<file path="config.mk">
export PLATFORM = sky130hd
export DESIGN_NAME = hid_keyboard_report_tracker_top_flat
export DESIGN_NICKNAME = d
export VERILOG_FILES = /design/src/design/hkrt_pkg.sv /design/src/design/hkrt_if.sv /design/src/design/hkrt_cell.sv /design/src/design/hid_keyboard_report_tracker_top.sv /design/src/flat_wrapper.sv
export SDC_FILE = /design/constraint.sdc
export NUM_CORES = 1
export LEC_CHECK = 0
export ABC_CLOCK_PERIOD_IN_PS = 7100
export BUFFER_PORTS_ARGS = -buffer_cell sky130_fd_sc_hd__buf_4
export CAP_MARGIN = 40
export CORE_MARGIN = 5
export CORE_UTILIZATION = 63
export DETAILED_ROUTE_END_ITERATION = 7
export PLACE_DENSITY = 0.85
export SYNTH_ARGS = -nofsm -noshare
export SYNTH_HDL_FRONTEND = slang
export SYNTH_SLANG_ARGS = --single-unit
export TNS_END_PERCENT = 1
</file>
<file path="constraint.sdc">
create_clock -name clk_i -period 7.1 [get_ports clk_i]
set_input_delay 0.355 -clock clk_i [delete_from_list [all_inputs] [get_ports clk_i]]
set_output_delay 0.355 -clock clk_i [all_outputs]
set_load 0.02 [all_outputs]
</file>
<file path="src/design/hkrt_pkg.sv">
// hkrt_pkg: shared types and constants of the keyboard report tracker
// no dependencies; imported by the interfaces, the slot cell and the top level
package hkrt_pkg;

  localparam int unsigned KEY_W        = 8;
  localparam int unsigned MODE_W       = 2;
  localparam int unsigned HELD_W       = 3;
  localparam int unsigned REPORT_SLOTS = 6;

  // modifier keys live at 0xE0..0xE7
  localparam logic [KEY_W-1:0] MOD_MASK = 8'hF8;
  localparam logic [KEY_W-1:0] MOD_BASE = 8'hE0;
  localparam logic [KEY_W-1:0] MOD_BIT  = 8'h07;

  typedef enum logic [MODE_W-1:0] {
    MODE_DOWN = 2'd0,
    MODE_UP   = 2'd1,
    MODE_NOP  = 2'd2
  } hkrt_mode_e;

  // per-cycle control broadcast to every slot cell
  typedef struct packed {
    logic cmp;      // compare phase: cells latch their match flag
    logic commit;   // update phase, report register free
    logic press;    // non-modifier, non-zero key down
    logic rel;      // non-modifier, non-zero key up
    logic any_hit;  // some cell matched the key
  } hkrt_ctl_t;

endpackage

</file>
<file path="src/design/hkrt_if.sv">
// hkrt_evt_if / hkrt_rpt_if: valid-ready channels for key events and reports
// depends on hkrt_pkg for field widths
interface hkrt_evt_if;
  import hkrt_pkg::*;
  logic              valid;
  logic              ready;
  logic [MODE_W-1:0] mode;
  logic [KEY_W-1:0]  keycode;
  modport source (output valid, mode, keycode, input ready);
  modport sink   (input valid, mode, keycode, output ready);
endinterface

interface hkrt_rpt_if;
  import hkrt_pkg::*;
  logic              valid;
  logic              ready;
  logic [KEY_W-1:0]  modifier_bits;
  logic [KEY_W-1:0]  slot0_code;
  logic [KEY_W-1:0]  slot1_code;
  logic [KEY_W-1:0]  slot2_code;
  logic [KEY_W-1:0]  slot3_code;
  logic [KEY_W-1:0]  slot4_code;
  logic [KEY_W-1:0]  slot5_code;
  logic [HELD_W-1:0] held_count;
  modport source (output valid, modifier_bits, slot0_code, slot1_code, slot2_code,
                  slot3_code, slot4_code, slot5_code, held_count, input ready);
  modport sink   (input valid, modifier_bits, slot0_code, slot1_code, slot2_code,
                  slot3_code, slot4_code, slot5_code, held_count, output ready);
endinterface

</file>
<file path="src/design/hkrt_cell.sv">
// hkrt_cell: one key slot of the report list, with match, shift and append logic
// depends on hkrt_pkg; chained by hkrt top level
module hkrt_cell (
  input  logic                     clk_i,
  input  logic                     rst_ni,
  input  hkrt_pkg::hkrt_ctl_t      ctl_i,
  input  logic [hkrt_pkg::KEY_W-1:0] key_i,
  input  logic [hkrt_pkg::KEY_W-1:0] next_code_i,
  input  logic                     shift_i,
  input  logic                     empty_seen_i,
  output logic [hkrt_pkg::KEY_W-1:0] code_o,
  output logic [hkrt_pkg::KEY_W-1:0] code_d_o,
  output logic                     shift_o,
  output logic                     empty_seen_o
);
  import hkrt_pkg::*;

  logic [KEY_W-1:0] code_q, code_d;
  logic             hit_q;
  logic             is_empty;

  assign is_empty     = (code_q == '0);
  // release shifts from the matching slot upward
  assign shift_o      = shift_i | hit_q;
  assign empty_seen_o = empty_seen_i | is_empty;

  always_comb begin
    code_d = code_q;
    if (ctl_i.rel && ctl_i.any_hit && shift_o) begin
      code_d = next_code_i;
    end else if (ctl_i.press && !ctl_i.any_hit && is_empty && !empty_seen_i) begin
      code_d = key_i;
    end
  end

  always_ff @(posedge clk_i or negedge rst_ni) begin
    if (!rst_ni) begin
      code_q <= '0;
      hit_q  <= 1'b0;
    end else begin
      if (ctl_i.cmp) begin
        // empty slots hold zero and a zero key never reaches press or release
        hit_q <= (code_q == key_i);
      end
      if (ctl_i.commit) begin
        code_q <= code_d;
      end
    end
  end

  assign code_o   = code_q;
  assign code_d_o = code_d;

endmodule

</file>
<file path="src/design/hid_keyboard_report_tracker_top.sv">
// hid_keyboard_report_tracker_top: keyboard report tracker with a chain of slot cells
// depends on hkrt_pkg, hkrt_if.sv (channels) and hkrt_cell
//
// usage
//   evt_i carries one key event per word: mode (down, up, no-op) and keycode.
//   rpt_o returns one word per event: modifier byte, six slot codes and the
//   number of held keys, all taken after the event has been applied.
//   codes 0xE0..0xE7 set or clear a modifier bit; other non-zero codes are
//   appended to the first empty slot on press (ignored if held or full) and
//   removed on release, with the later slots moving down one place.
// timing
//   an event passes through a compare cycle in which every slot cell
//   latches whether it holds the key, then an update cycle in which the cells
//   shift or append and the report register is loaded. a new event can be
//   accepted in the update cycle, once the report register is free.
// reset
//   rst_ni clears the modifier byte, all slots, the count, the sequencer and
//   the report valid.
// stall
//   while rpt_o is stalled one further event is accepted and compared; it then
//   waits in the update cycle until the pending report is taken.
module hid_keyboard_report_tracker_top #(
  parameter int unsigned KEY_SLOTS = 6
) (
  input  logic       clk_i,
  input  logic       rst_ni,
  hkrt_evt_if.sink   evt_i,
  hkrt_rpt_if.source rpt_o
);
  import hkrt_pkg::*;

  localparam int unsigned CNT_W = $clog2(KEY_SLOTS + 1);

  // one-hot sequencer
  typedef enum logic [2:0] {
    ST_IDLE = 3'b001,
    ST_CMP  = 3'b010,
    ST_UPD  = 3'b100
  } state_e;

  state_e st_q, st_d;

  logic [MODE_W-1:0] mode_q;
  logic [KEY_W-1:0]  key_q;
  logic [KEY_W-1:0]  mod_q, mod_d;
  logic [CNT_W-1:0]  cnt_q, cnt_d;
  logic              out_valid_q;
  logic              accept, commit;
  logic              is_mod, is_zero, full;
  hkrt_ctl_t         ctl;

  // cell chain wiring
  logic [KEY_W-1:0] code    [KEY_SLOTS];
  logic [KEY_W-1:0] code_d  [KEY_SLOTS];
  logic [KEY_W-1:0] next_code [KEY_SLOTS];
  logic [KEY_SLOTS:0] shift_c;
  logic [KEY_SLOTS:0] empty_c;

  // report register
  logic [KEY_W-1:0]  rpt_mod_q;
  logic [KEY_W-1:0]  rpt_slot_q [REPORT_SLOTS];
  logic [HELD_W-1:0] rpt_held_q;
  logic [CNT_W+3:0]  cnt_ext;
  logic [HELD_W-1:0] held_d;

  assign commit      = (st_q == ST_UPD) && (!out_valid_q || rpt_o.ready);
  assign evt_i.ready = (st_q == ST_IDLE) || commit;
  assign accept      = evt_i.valid && evt_i.ready;

  assign is_mod  = ((key_q & MOD_MASK) == MOD_BASE);
  assign is_zero = (key_q == '0);
  assign full    = (cnt_q == CNT_W'(KEY_SLOTS));

  assign ctl.cmp     = (st_q == ST_CMP);
  assign ctl.commit  = commit;
  assign ctl.press   = (mode_q == MODE_DOWN) && !is_mod && !is_zero;
  assign ctl.rel     = (mode_q == MODE_UP) && !is_mod && !is_zero;
  assign ctl.any_hit = shift_c[KEY_SLOTS];

  assign shift_c[0] = 1'b0;
  assign empty_c[0] = 1'b0;

  for (genvar i = 0; i < KEY_SLOTS; i++) begin : g_cell
    // the top cell refills with an empty slot on release
    if (i == KEY_SLOTS - 1) begin : g_last
      assign next_code[i] = '0;
    end else begin : g_mid
      assign next_code[i] = code[i+1];
    end
    hkrt_cell u_cell (
      .clk_i        (clk_i),
      .rst_ni       (rst_ni),
      .ctl_i        (ctl),
      .key_i        (key_q),
      .next_code_i  (next_code[i]),
      .shift_i      (shift_c[i]),
      .empty_seen_i (empty_c[i]),
      .code_o       (code[i]),
      .code_d_o     (code_d[i]),
      .shift_o      (shift_c[i+1]),
      .empty_seen_o (empty_c[i+1])
    );
  end

  // sequencer next state
  always_comb begin
    st_d = st_q;
    unique case (st_q)
      ST_IDLE: if (accept) st_d = ST_CMP;
      ST_CMP:  st_d = ST_UPD;
      ST_UPD: begin
        if (commit) st_d = accept ? ST_CMP : ST_IDLE;
      end
      default: st_d = ST_IDLE;
    endcase
  end

  // modifier byte and held count
  always_comb begin
    mod_d = mod_q;
    cnt_d = cnt_q;
    if (is_mod) begin
      if (mode_q == MODE_DOWN) begin
        mod_d = mod_q | (KEY_W'(1) << key_q[2:0]);
      end else if (mode_q == MODE_UP) begin
        mod_d = mod_q & ~(KEY_W'(1) << key_q[2:0]);
      end
    end
    if (ctl.rel && ctl.any_hit && (cnt_q != '0)) begin
      cnt_d = cnt_q - CNT_W'(1);
    end else if (ctl.press && !ctl.any_hit && !full) begin
      cnt_d = cnt_q + CNT_W'(1);
    end
  end

  // held_count saturates at seven for long slot lists
  assign cnt_ext = (CNT_W+4)'(cnt_d);
  assign held_d  = (cnt_ext > (CNT_W+4)'(7)) ? HELD_W'(7) : cnt_ext[HELD_W-1:0];

  always_ff @(posedge clk_i or negedge rst_ni) begin
    if (!rst_ni) begin
      st_q        <= ST_IDLE;
      mod_q       <= '0;
      cnt_q       <= '0;
      out_valid_q <= 1'b0;
    end else begin
      st_q <= st_d;
      if (commit) begin
        mod_q <= mod_d;
        cnt_q <= cnt_d;
      end
      if (commit) begin
        out_valid_q <= 1'b1;
      end else if (rpt_o.ready) begin
        out_valid_q <= 1'b0;
      end
    end
  end

  // event and report words
  always_ff @(posedge clk_i) begin
    if (accept) begin
      mode_q <= evt_i.mode;
      key_q  <= evt_i.keycode;
    end
    if (commit) begin
      rpt_mod_q  <= mod_d;
      rpt_held_q <= held_d;
      for (int j = 0; j < REPORT_SLOTS; j++) begin
        rpt_slot_q[j] <= (j < KEY_SLOTS) ? code_d[j] : '0;
      end
    end
  end

  assign rpt_o.valid         = out_valid_q;
  assign rpt_o.modifier_bits = rpt_mod_q;
  assign rpt_o.slot0_code    = rpt_slot_q[0];
  assign rpt_o.slot1_code    = rpt_slot_q[1];
  assign rpt_o.slot2_code    = rpt_slot_q[2];
  assign rpt_o.slot3_code    = rpt_slot_q[3];
  assign rpt_o.slot4_code    = rpt_slot_q[4];
  assign rpt_o.slot5_code    = rpt_slot_q[5];
  assign rpt_o.held_count    = rpt_held_q;

  // held count never exceeds the slot list
  a_cnt_range: assert property (@(posedge clk_i) disable iff (!rst_ni)
    cnt_q <= CNT_W'(KEY_SLOTS))
    else $error("held count beyond slot list");

  // compare is always followed by update
  a_cmp_upd: assert property (@(posedge clk_i) disable iff (!rst_ni)
    (st_q == ST_CMP) |=> (st_q == ST_UPD))
    else $error("compare not followed by update");

  // every update leaves a report pending
  a_commit_valid: assert property (@(posedge clk_i) disable iff (!rst_ni)
    commit |=> out_valid_q)
    else $error("report lost after update");

  // no update while an untaken report is pending
  a_no_overwrite: assert property (@(posedge clk_i) disable iff (!rst_ni)
    (out_valid_q && !rpt_o.ready) |-> !commit)
    else $error("report overwritten");

endmodule
</file>
<file path="src/flat_wrapper.sv">
// flat-port wrapper written by rule: the top's interface ports become plain ports
module hid_keyboard_report_tracker_top_flat import hkrt_pkg::*;
#(
  parameter int unsigned KEY_SLOTS = 6
)
  (clk_i, rst_ni, evt_i_valid, evt_i_mode, evt_i_keycode, evt_i_ready, rpt_o_valid, rpt_o_modifier_bits, rpt_o_slot0_code, rpt_o_slot1_code, rpt_o_slot2_code, rpt_o_slot3_code, rpt_o_slot4_code, rpt_o_slot5_code, rpt_o_held_count, rpt_o_ready);
  hkrt_evt_if evt_i_i ();
  hkrt_rpt_if rpt_o_i ();
  input  logic clk_i;
  input  logic rst_ni;
  input wire logic [$bits(evt_i_i.valid)-1:0] evt_i_valid;
  input wire logic [$bits(evt_i_i.mode)-1:0] evt_i_mode;
  input wire logic [$bits(evt_i_i.keycode)-1:0] evt_i_keycode;
  output wire logic [$bits(evt_i_i.ready)-1:0] evt_i_ready;
  output wire logic [$bits(rpt_o_i.valid)-1:0] rpt_o_valid;
  output wire logic [$bits(rpt_o_i.modifier_bits)-1:0] rpt_o_modifier_bits;
  output wire logic [$bits(rpt_o_i.slot0_code)-1:0] rpt_o_slot0_code;
  output wire logic [$bits(rpt_o_i.slot1_code)-1:0] rpt_o_slot1_code;
  output wire logic [$bits(rpt_o_i.slot2_code)-1:0] rpt_o_slot2_code;
  output wire logic [$bits(rpt_o_i.slot3_code)-1:0] rpt_o_slot3_code;
  output wire logic [$bits(rpt_o_i.slot4_code)-1:0] rpt_o_slot4_code;
  output wire logic [$bits(rpt_o_i.slot5_code)-1:0] rpt_o_slot5_code;
  output wire logic [$bits(rpt_o_i.held_count)-1:0] rpt_o_held_count;
  input wire logic [$bits(rpt_o_i.ready)-1:0] rpt_o_ready;
  assign evt_i_i.valid = evt_i_valid;
  assign evt_i_i.mode = evt_i_mode;
  assign evt_i_i.keycode = evt_i_keycode;
  assign evt_i_ready = evt_i_i.ready;
  assign rpt_o_valid = rpt_o_i.valid;
  assign rpt_o_modifier_bits = rpt_o_i.modifier_bits;
  assign rpt_o_slot0_code = rpt_o_i.slot0_code;
  assign rpt_o_slot1_code = rpt_o_i.slot1_code;
  assign rpt_o_slot2_code = rpt_o_i.slot2_code;
  assign rpt_o_slot3_code = rpt_o_i.slot3_code;
  assign rpt_o_slot4_code = rpt_o_i.slot4_code;
  assign rpt_o_slot5_code = rpt_o_i.slot5_code;
  assign rpt_o_held_count = rpt_o_i.held_count;
  assign rpt_o_i.ready = rpt_o_ready;
  hid_keyboard_report_tracker_top #(.KEY_SLOTS(KEY_SLOTS)) u_core (.clk_i(clk_i), .rst_ni(rst_ni), .evt_i(evt_i_i), .rpt_o(rpt_o_i));
endmodule
</file>
# Yosys cells after proc, flatten, opt, wreduce, memory -nomap -nowiden
# Memories as Yosys holds them, arrays and structs flattened.
# Index checks and enable logic that the tools add are counted.
dict set report op_classes {
  n_addsub 2
  n_eq_ne 14
  shifts 1
  muxes 25
  n_reduce_logical 50
  n_bitwise 12
  order_cmp 1
}
# op count
set op_table {}
lappend op_table {{$mux 8} 15}
lappend op_table {{$logic_not 8->1} 7}
lappend op_table {{$eq 8x8->1} 6}
lappend op_table {{$logic_and 1x1->1} 27}
lappend op_table {{$mux 3} 4}
lappend op_table {{$logic_not 1->1} 10}
lappend op_table {{$or 1x1->1} 9}
lappend op_table {{$pmux 3 s3} 1}
lappend op_table {{$and 8x8->8} 1}
lappend op_table {{$not 8->8} 1}
lappend op_table {{$or 8x8->8} 1}
lappend op_table {{$shl 1x3->8 const A} 1}
lappend op_table {{$eq 3x3->1 const B} 2}
lappend op_table {{$eq 5x5->1 const B} 1}
lappend op_table {{$mux 1} 4}
lappend op_table {{$ne 2x1->1 const B} 2}
lappend op_table {{$add 3x1->3 const B} 1}
lappend op_table {{$eq 3x1->1 const B} 1}
lappend op_table {{$eq 3x2->1 const B} 1}
lappend op_table {{$gt 3x3->1 const B} 1}
lappend op_table {{$reduce_bool 3->1} 1}
lappend op_table {{$sub 3x1->3 const B} 1}
lappend op_table {{$eq 2x1->1 const B} 1}
lappend op_table {{$logic_not 2->1} 1}
lappend op_table {{4 further kinds} 5}
dict set report word_totals {
  out_inout_bits 61
  mem_count 1
  mem_bits_rw 48
  reg_bits 90
  input_bits 14
  word_cells 126
}
# memory depth word_bits read_ports rd_ports_with_merged_regs write_ports line
set mem_list {}
lappend mem_list {u_core.rpt_slot_q 6 8 6 0 6 hid_keyboard_report_tracker_top.sv:61} ;# logic [KEY_W-1:0] rpt_slot_q [REPORT_SLOTS];

# Longest topological paths before layout
dict set report depth {
  depth_word 11
  ltp_mapped 9
  depth_no_buf 8
}

# By module
# From an unflattened synthesis, not the netlist that was laid out.
dict set report unflattened {
  cells_unflattened 669
  hier_area_um2 7198.2
}
# mod cells_each n_inst seq_area_each_um2 area_per_inst_um2
set by_module_without_submodules {}
lappend by_module_without_submodules {hkrt_cell 78 6 225.2 664.4}
lappend by_module_without_submodules {hid_keyboard_report_tracker_top 201 1 2448.6 3211.8}

# Worst setup path before layout
# No wires, ideal clock.
dict set report synth_path {
  path_type {reg-to-reg}
  start {register u_core.out_valid_q (netlist: u_core.rpt_o.valid)}
  end {register u_core.rpt_held_q[0] (netlist: u_core.rpt_o.held_count[0]), enable pin}
  required_ps 6654
  setup_slack_ps 3478
  period_less_slack_ps 3622
  stages_incl_launch_ff 7
  setup_ps 446
  path_buffers 3
  t_arrival_ps 3176
  path_cell_list {dfrtp_1 nor2b_1 or3_1 clkbuf_1 inv_2 buf_2 buf_1}
}
dict set report synth_between {
  elab_chain_cells 3
}
# element line
set synth_lines {}
lappend synth_lines {{from (decl)} hid_keyboard_report_tracker_top.sv:47} ;# logic out_valid_q;
lappend synth_lines {{from (signal assigned)} hid_keyboard_report_tracker_top.sv:145} ;# out_valid_q <= 1'b0;
lappend synth_lines {{from (signal assigned)} hid_keyboard_report_tracker_top.sv:153} ;# out_valid_q <= 1'b1;
lappend synth_lines {{from (signal assigned)} hid_keyboard_report_tracker_top.sv:155} ;# out_valid_q <= 1'b0;
lappend synth_lines {{$logic_not 1->1} hid_keyboard_report_tracker_top.sv:66} ;# assign commit = (st_q == ST_UPD) && (!out_valid_q || rpt_o.ready);
lappend synth_lines {{$logic_or 1x1->1} hid_keyboard_report_tracker_top.sv:66}
lappend synth_lines {{$logic_and 1x1->1} hid_keyboard_report_tracker_top.sv:66}
lappend synth_lines {{net u_core.commit} hid_keyboard_report_tracker_top.sv:48} ;# logic accept, commit;
lappend synth_lines {{to (signal assigned)} hid_keyboard_report_tracker_top.sv:168} ;# rpt_held_q <= held_d;
lappend synth_lines {{to (decl)} hid_keyboard_report_tracker_top.sv:62} ;# logic [HELD_W-1:0] rpt_held_q;
# The timed path passes the listed nets, and every way through them passes these cells.
# A chain may end at the register's enable or synchronous reset.

# Worst setup path after layout
dict set report layout_path {
  start {register u_core.st_q[0]}
  end {register u_core.g_cell[0].u_cell.code_q[3]}
}
dict set report layout_between {
  elab_chain_cells 2
}
# element line
set layout_lines {}
lappend layout_lines {{from (decl)} hid_keyboard_report_tracker_top.sv:41} ;# state_e st_q, st_d;
lappend layout_lines {{from (signal assigned)} hid_keyboard_report_tracker_top.sv:147} ;# st_q <= st_d;
lappend layout_lines {{$eq 3x3->1} hid_keyboard_report_tracker_top.sv:66}
lappend layout_lines {{$logic_and 1x1->1} hid_keyboard_report_tracker_top.sv:66}
lappend layout_lines {{to (signal assigned)} hkrt_cell.sv:46} ;# code_q <= code_d;
lappend layout_lines {{to (decl)} hkrt_cell.sv:18} ;# logic [KEY_W-1:0] code_q, code_d;
# No other way between the ends.

==> impl_metrics.sql <==
INSERT INTO impl_metrics (metric_group, metric, value, unit) VALUES
('logic_synthesis', 'synth_cell_type_count', '57', ''),
('power', 'peakVddDrop', '0.221', 'mV'),
('cts', 'clock_path_buffers', '2', ''),
('timing', 'worst-slew-pin-transition', '1.01', 'ns'),
('global_routing', 'grt_pass1_vias', '5986', ''),
('detailed_routing', 'routed-via-count', '6025', ''),
('logic_synthesis', 'yosys-mux-area-fraction', '0', '%'),
('logic_synthesis', 'synthesized_area_fraction_occupied_by_and_or_nand_nor_cells', '14.2', '%'),
('global_routing', 'gr-usage-met2', '46.5', '%'),
('timing', 'max_slew_margin', '32.7', '%'),
('timing', 'slew_violations', '0', ''),
('timing', 'finalCritPeriodShare', '49.6', '%'),
('cts', 'worst_skew_pair.late_latency', '0.54', 'ns'),
('cts', 'clock_tree_from_tritoncts', 'done', ''),
('placement', 'place.port_buffers', '74', ''),
('timing', 'tns', '0', 'ns'),
('logic_synthesis', 'synth.cell_area', '0.00694', 'mm^2'),
('logic_synthesis', 'largest_cells_by_area_after_synthesis', 'edfxtp_1 (30%), dfrtp_1 (25%), xnor2_1 (6.3%)', ''),
('logic_synthesis', 'synthCells', '660', ''),
('placement', 'dpl.hpwl', '11600', 'um'),
('final_layout', 'diodes', '0', ''),
('cts', 'cts_setup_buffers', '0', ''),
('floorplan', 'die_area', '0.0132', 'mm^2'),
('status', 'outcome', 'finished clean', ''),
('detailed_routing', 'drc_viols', '0', ''),
('detailed_routing', 'detail_route.iter0.violations', '661', ''),
('final_layout', 'num-nets-final', '743', ''),
('setup_path', 'critical-path-max-stage-delay', '0.71', 'ns'),
('global_routing', 'grt_antenna_before_repair', '0', ''),
('logic_synthesis', 'synthesis.area_per_instance', '10.5', 'um^2'),
('detailed_routing', 'length_of_the_first_detailed_routing_pass_in_iterations', '5', ''),
('final_layout', 'fin_area', '0.00835', 'mm^2'),
('setup_path', 'worst-r2r-setup-slack', '3.58', 'ns'),
('final_layout', 'area_occupied_by_multi_input_gates', '0.00289', 'mm^2'),
('timing', 'layout_min_cycle_time', '3.52', 'ns'),
('global_routing', 'globalRouteOverflowTotal', '0', ''),
('logic_synthesis', 'yosys.area_share.xor_xnor', '6.44', '%'),
('timing', 'finalClockSkew', '0.00981', 'ns'),
('timing', 'maxClockFrequency', '284', 'MHz'),
('setup_path', 'worstSetupPathType', 'register to register', ''),
('floorplan', 'initial_utilization', '64.0', '%'),
('final_layout', 'filler_cells', '673', ''),
('placement', 'postPlaceCellArea', '0.00758', 'mm^2'),
('hold_path', 'hp-class', 'primary input to register', ''),
('logic_synthesis', 'synth-async-reset-ratio', '50.0', '%'),
('placement', 'place_worst_setup_slack', '3.69', 'ns'),
('global_routing', 'grt_max_degree', '60', ''),
('setup_path', 'critical_path.slowest_cell', 'clkinv_2', ''),
('setup_path', 'worst_setup_path_start_kind', 'register', ''),
('final_layout', 'fraction_of_layout_instances_using_a_drive_strength_above_1', '16.7', '%'),
('timing', 'final_hold_viol_count', '0', ''),
('cts', 'numCtsBuffers', '17', ''),
('detailed_routing', 'ant_nets', '0', ''),
('power', 'comb_power_share', '16.6', '%'),
('logic_synthesis', 'synth_top_area_share', '29.9', '%'),
('detailed_routing', 'routedWlPerCell', '21.6', 'um'),
('power', 'intPower', '1.71', 'mW'),
('logic_synthesis', 'ys_seq_elements', '138', ''),
('floorplan', 'die_y', '115', 'um'),
('cts', 'clk_pin_slew', '0.06', 'ns'),
('logic_synthesis', 'postSynthNetCount', '678', ''),
('detailed_routing', 'vias_per_cell', '6.86', ''),
('logic_synthesis', 'dominantRegCellSynth', 'edfxtp_1', ''),
('logic_synthesis', 'yosys.area_share.adder', '0.721', '%'),
('logic_synthesis', 'synth-edff-count', '69', ''),
('cts', 'htree_levels', '4', ''),
('power', 'p_leak', '3.20', 'nW'),
('logic_synthesis', 'synth_top_family_by_area', 'compound AO/OA/AOI/OAI gates', ''),
('timing', 'final.setup.worst_slack', '3.58', 'ns'),
('run', 'maxCapViolCount', '0', ''),
('global_routing', 'gr-usage-met3', '7.00', '%');
[metal layers]
layer	vias up	routed length, um
met1	2903	7280
met3	93	1850
met4	0	767
li1	2644	-
met5	-	0
met2	385	9100
[layout by cell type (no fill, tap or decap), types with 7 or more instances in the layout]
cell           count
nor2_1            83
a41oi_1           30
a22o_1             7
xnor2_1           50
or4_1              8
a21oi_1           55
nand3_1           12
o22ai_1           36
inv_1             10
a211oi_1          10
edfxtp_1          69
nand2_1           26
nand2b_1          12
nand4_1           20
clkbuf_16         16
dfrtp_1           68
dlygate4sd3_1     11
buf_4             79
o31ai_1           18
o21ai_0           21
[critical path: cells and delay by family (launching register included)]
family	cells	cell delay, ns
and+or+nand+nor	4	1.27
DFF	1	0.56
AOI/OAI and AO/OA	1	0.15
buffers and inverters	3	1.41
[flip-flops by register name, summed over array words and instances, names as in the netlist]
| name | flops |
|---|---|
| u_core.g_cell.u_cell.code_o | 48 |
| u_core.rpt_slot_q | 48 |
| u_core.key_q | 8 |
| u_core.mod_q | 8 |
| u_core.rpt_o.modifier_bits | 8 |
| u_core.g_cell.u_cell.hit_q | 6 |
| u_core.cnt_q | 3 |
| u_core.rpt_o.held_count | 3 |
| u_core.st_q | 3 |
| u_core.mode_q | 2 |
| u_core.rpt_o.valid | 1 |
[metrics by stage]
step | hold WS [ns] | std cells
2_1_floorplan | 0.0594 | 660
3_3_place_gp | 0.470 | 829
3_5_place_dp | 0.215 | 834
4_1_cts | 0.0321 | 877
5_1_grt | 0.0587 | 878
6_report | 0.0651 | 878
[final timing paths]
check | start | end | cells past startpoint
setup / recovery | u_core.st_q[0]$_DFFE_PN1P_ | u_core.g_cell[0].u_cell.code_o[3]$_DFFE_PN0P_ | 8
hold / removal | evt_i_valid | u_core.st_q[1]$_DFFE_PN0P_ | 2
setup reg to reg | u_core.st_q[0]$_DFFE_PN1P_ | u_core.g_cell[0].u_cell.code_o[3]$_DFFE_PN0P_ | 8
hold reg to reg | u_core.mod_q[0]$_DFFE_PN0P_ | u_core.mod_q[0]$_DFFE_PN0P_ | 2
max in group asynchronous | rst_ni | u_core.g_cell[1].u_cell.code_o[3]$_DFFE_PN0P_ | 3
min in group asynchronous | rst_ni | u_core.g_cell[4].u_cell.code_o[1]$_DFFE_PN0P_ | 2
[what timing repair did]
action / CTS / global route
hold buffers: 11 / 0
resized for setup: 0 / 0
hold endpoints to repair: 79 / 0
[cells in the mapped netlist (all sizes together) (2+ instances only)]
cell type	n
nor2	84
edfxtp	69
dfrtp	68
a21oi	55
xnor2	50
o22ai	36
a41oi	30
clkbuf	29
nand2	26
o21ai	22
buf	20
nand4	20
o31ai	18
nand2b	12
nand3	12
a211oi	11
inv	11
or4	9
a22o	7
a31oi	6
and2	6
nor3	6
a2bb2oi	5
nor4	5
and3	4
ha	4
a21o	3
or3	3
a211o	2
a22oi	2
and4	2
o211ai	2
o221ai	2
o2bb2ai	2
o41ai	2
or2	2
[cells by family after synthesis]
family,count (synthesis)
compound gates,210
xor+xnor,51
fa+ha+maj,4
buf+inv,60
flops,138
simple gates,197
[area by class of cell]
class,count,share of cell area [%]
timing repair buffer,95,9.53
inverter,11,0.509
clock inverter,14,2.71
sequential,138,45.5
tap,140,2.10
multi-input combinational,462,34.7
clock buffer,18,5.00
[power groups by stage]
stage               Sequential, mW  Clock [mW]  Combinational [mW]
floorplan                    0.981           0               0.291
global placement              1.03           0               0.347
detailed placement            1.03           0               0.379
CTS                           1.02       0.980               0.390
global route                  1.03        1.02               0.428
finish                        1.02       0.973               0.397
(Power assumes the default switching activity.)
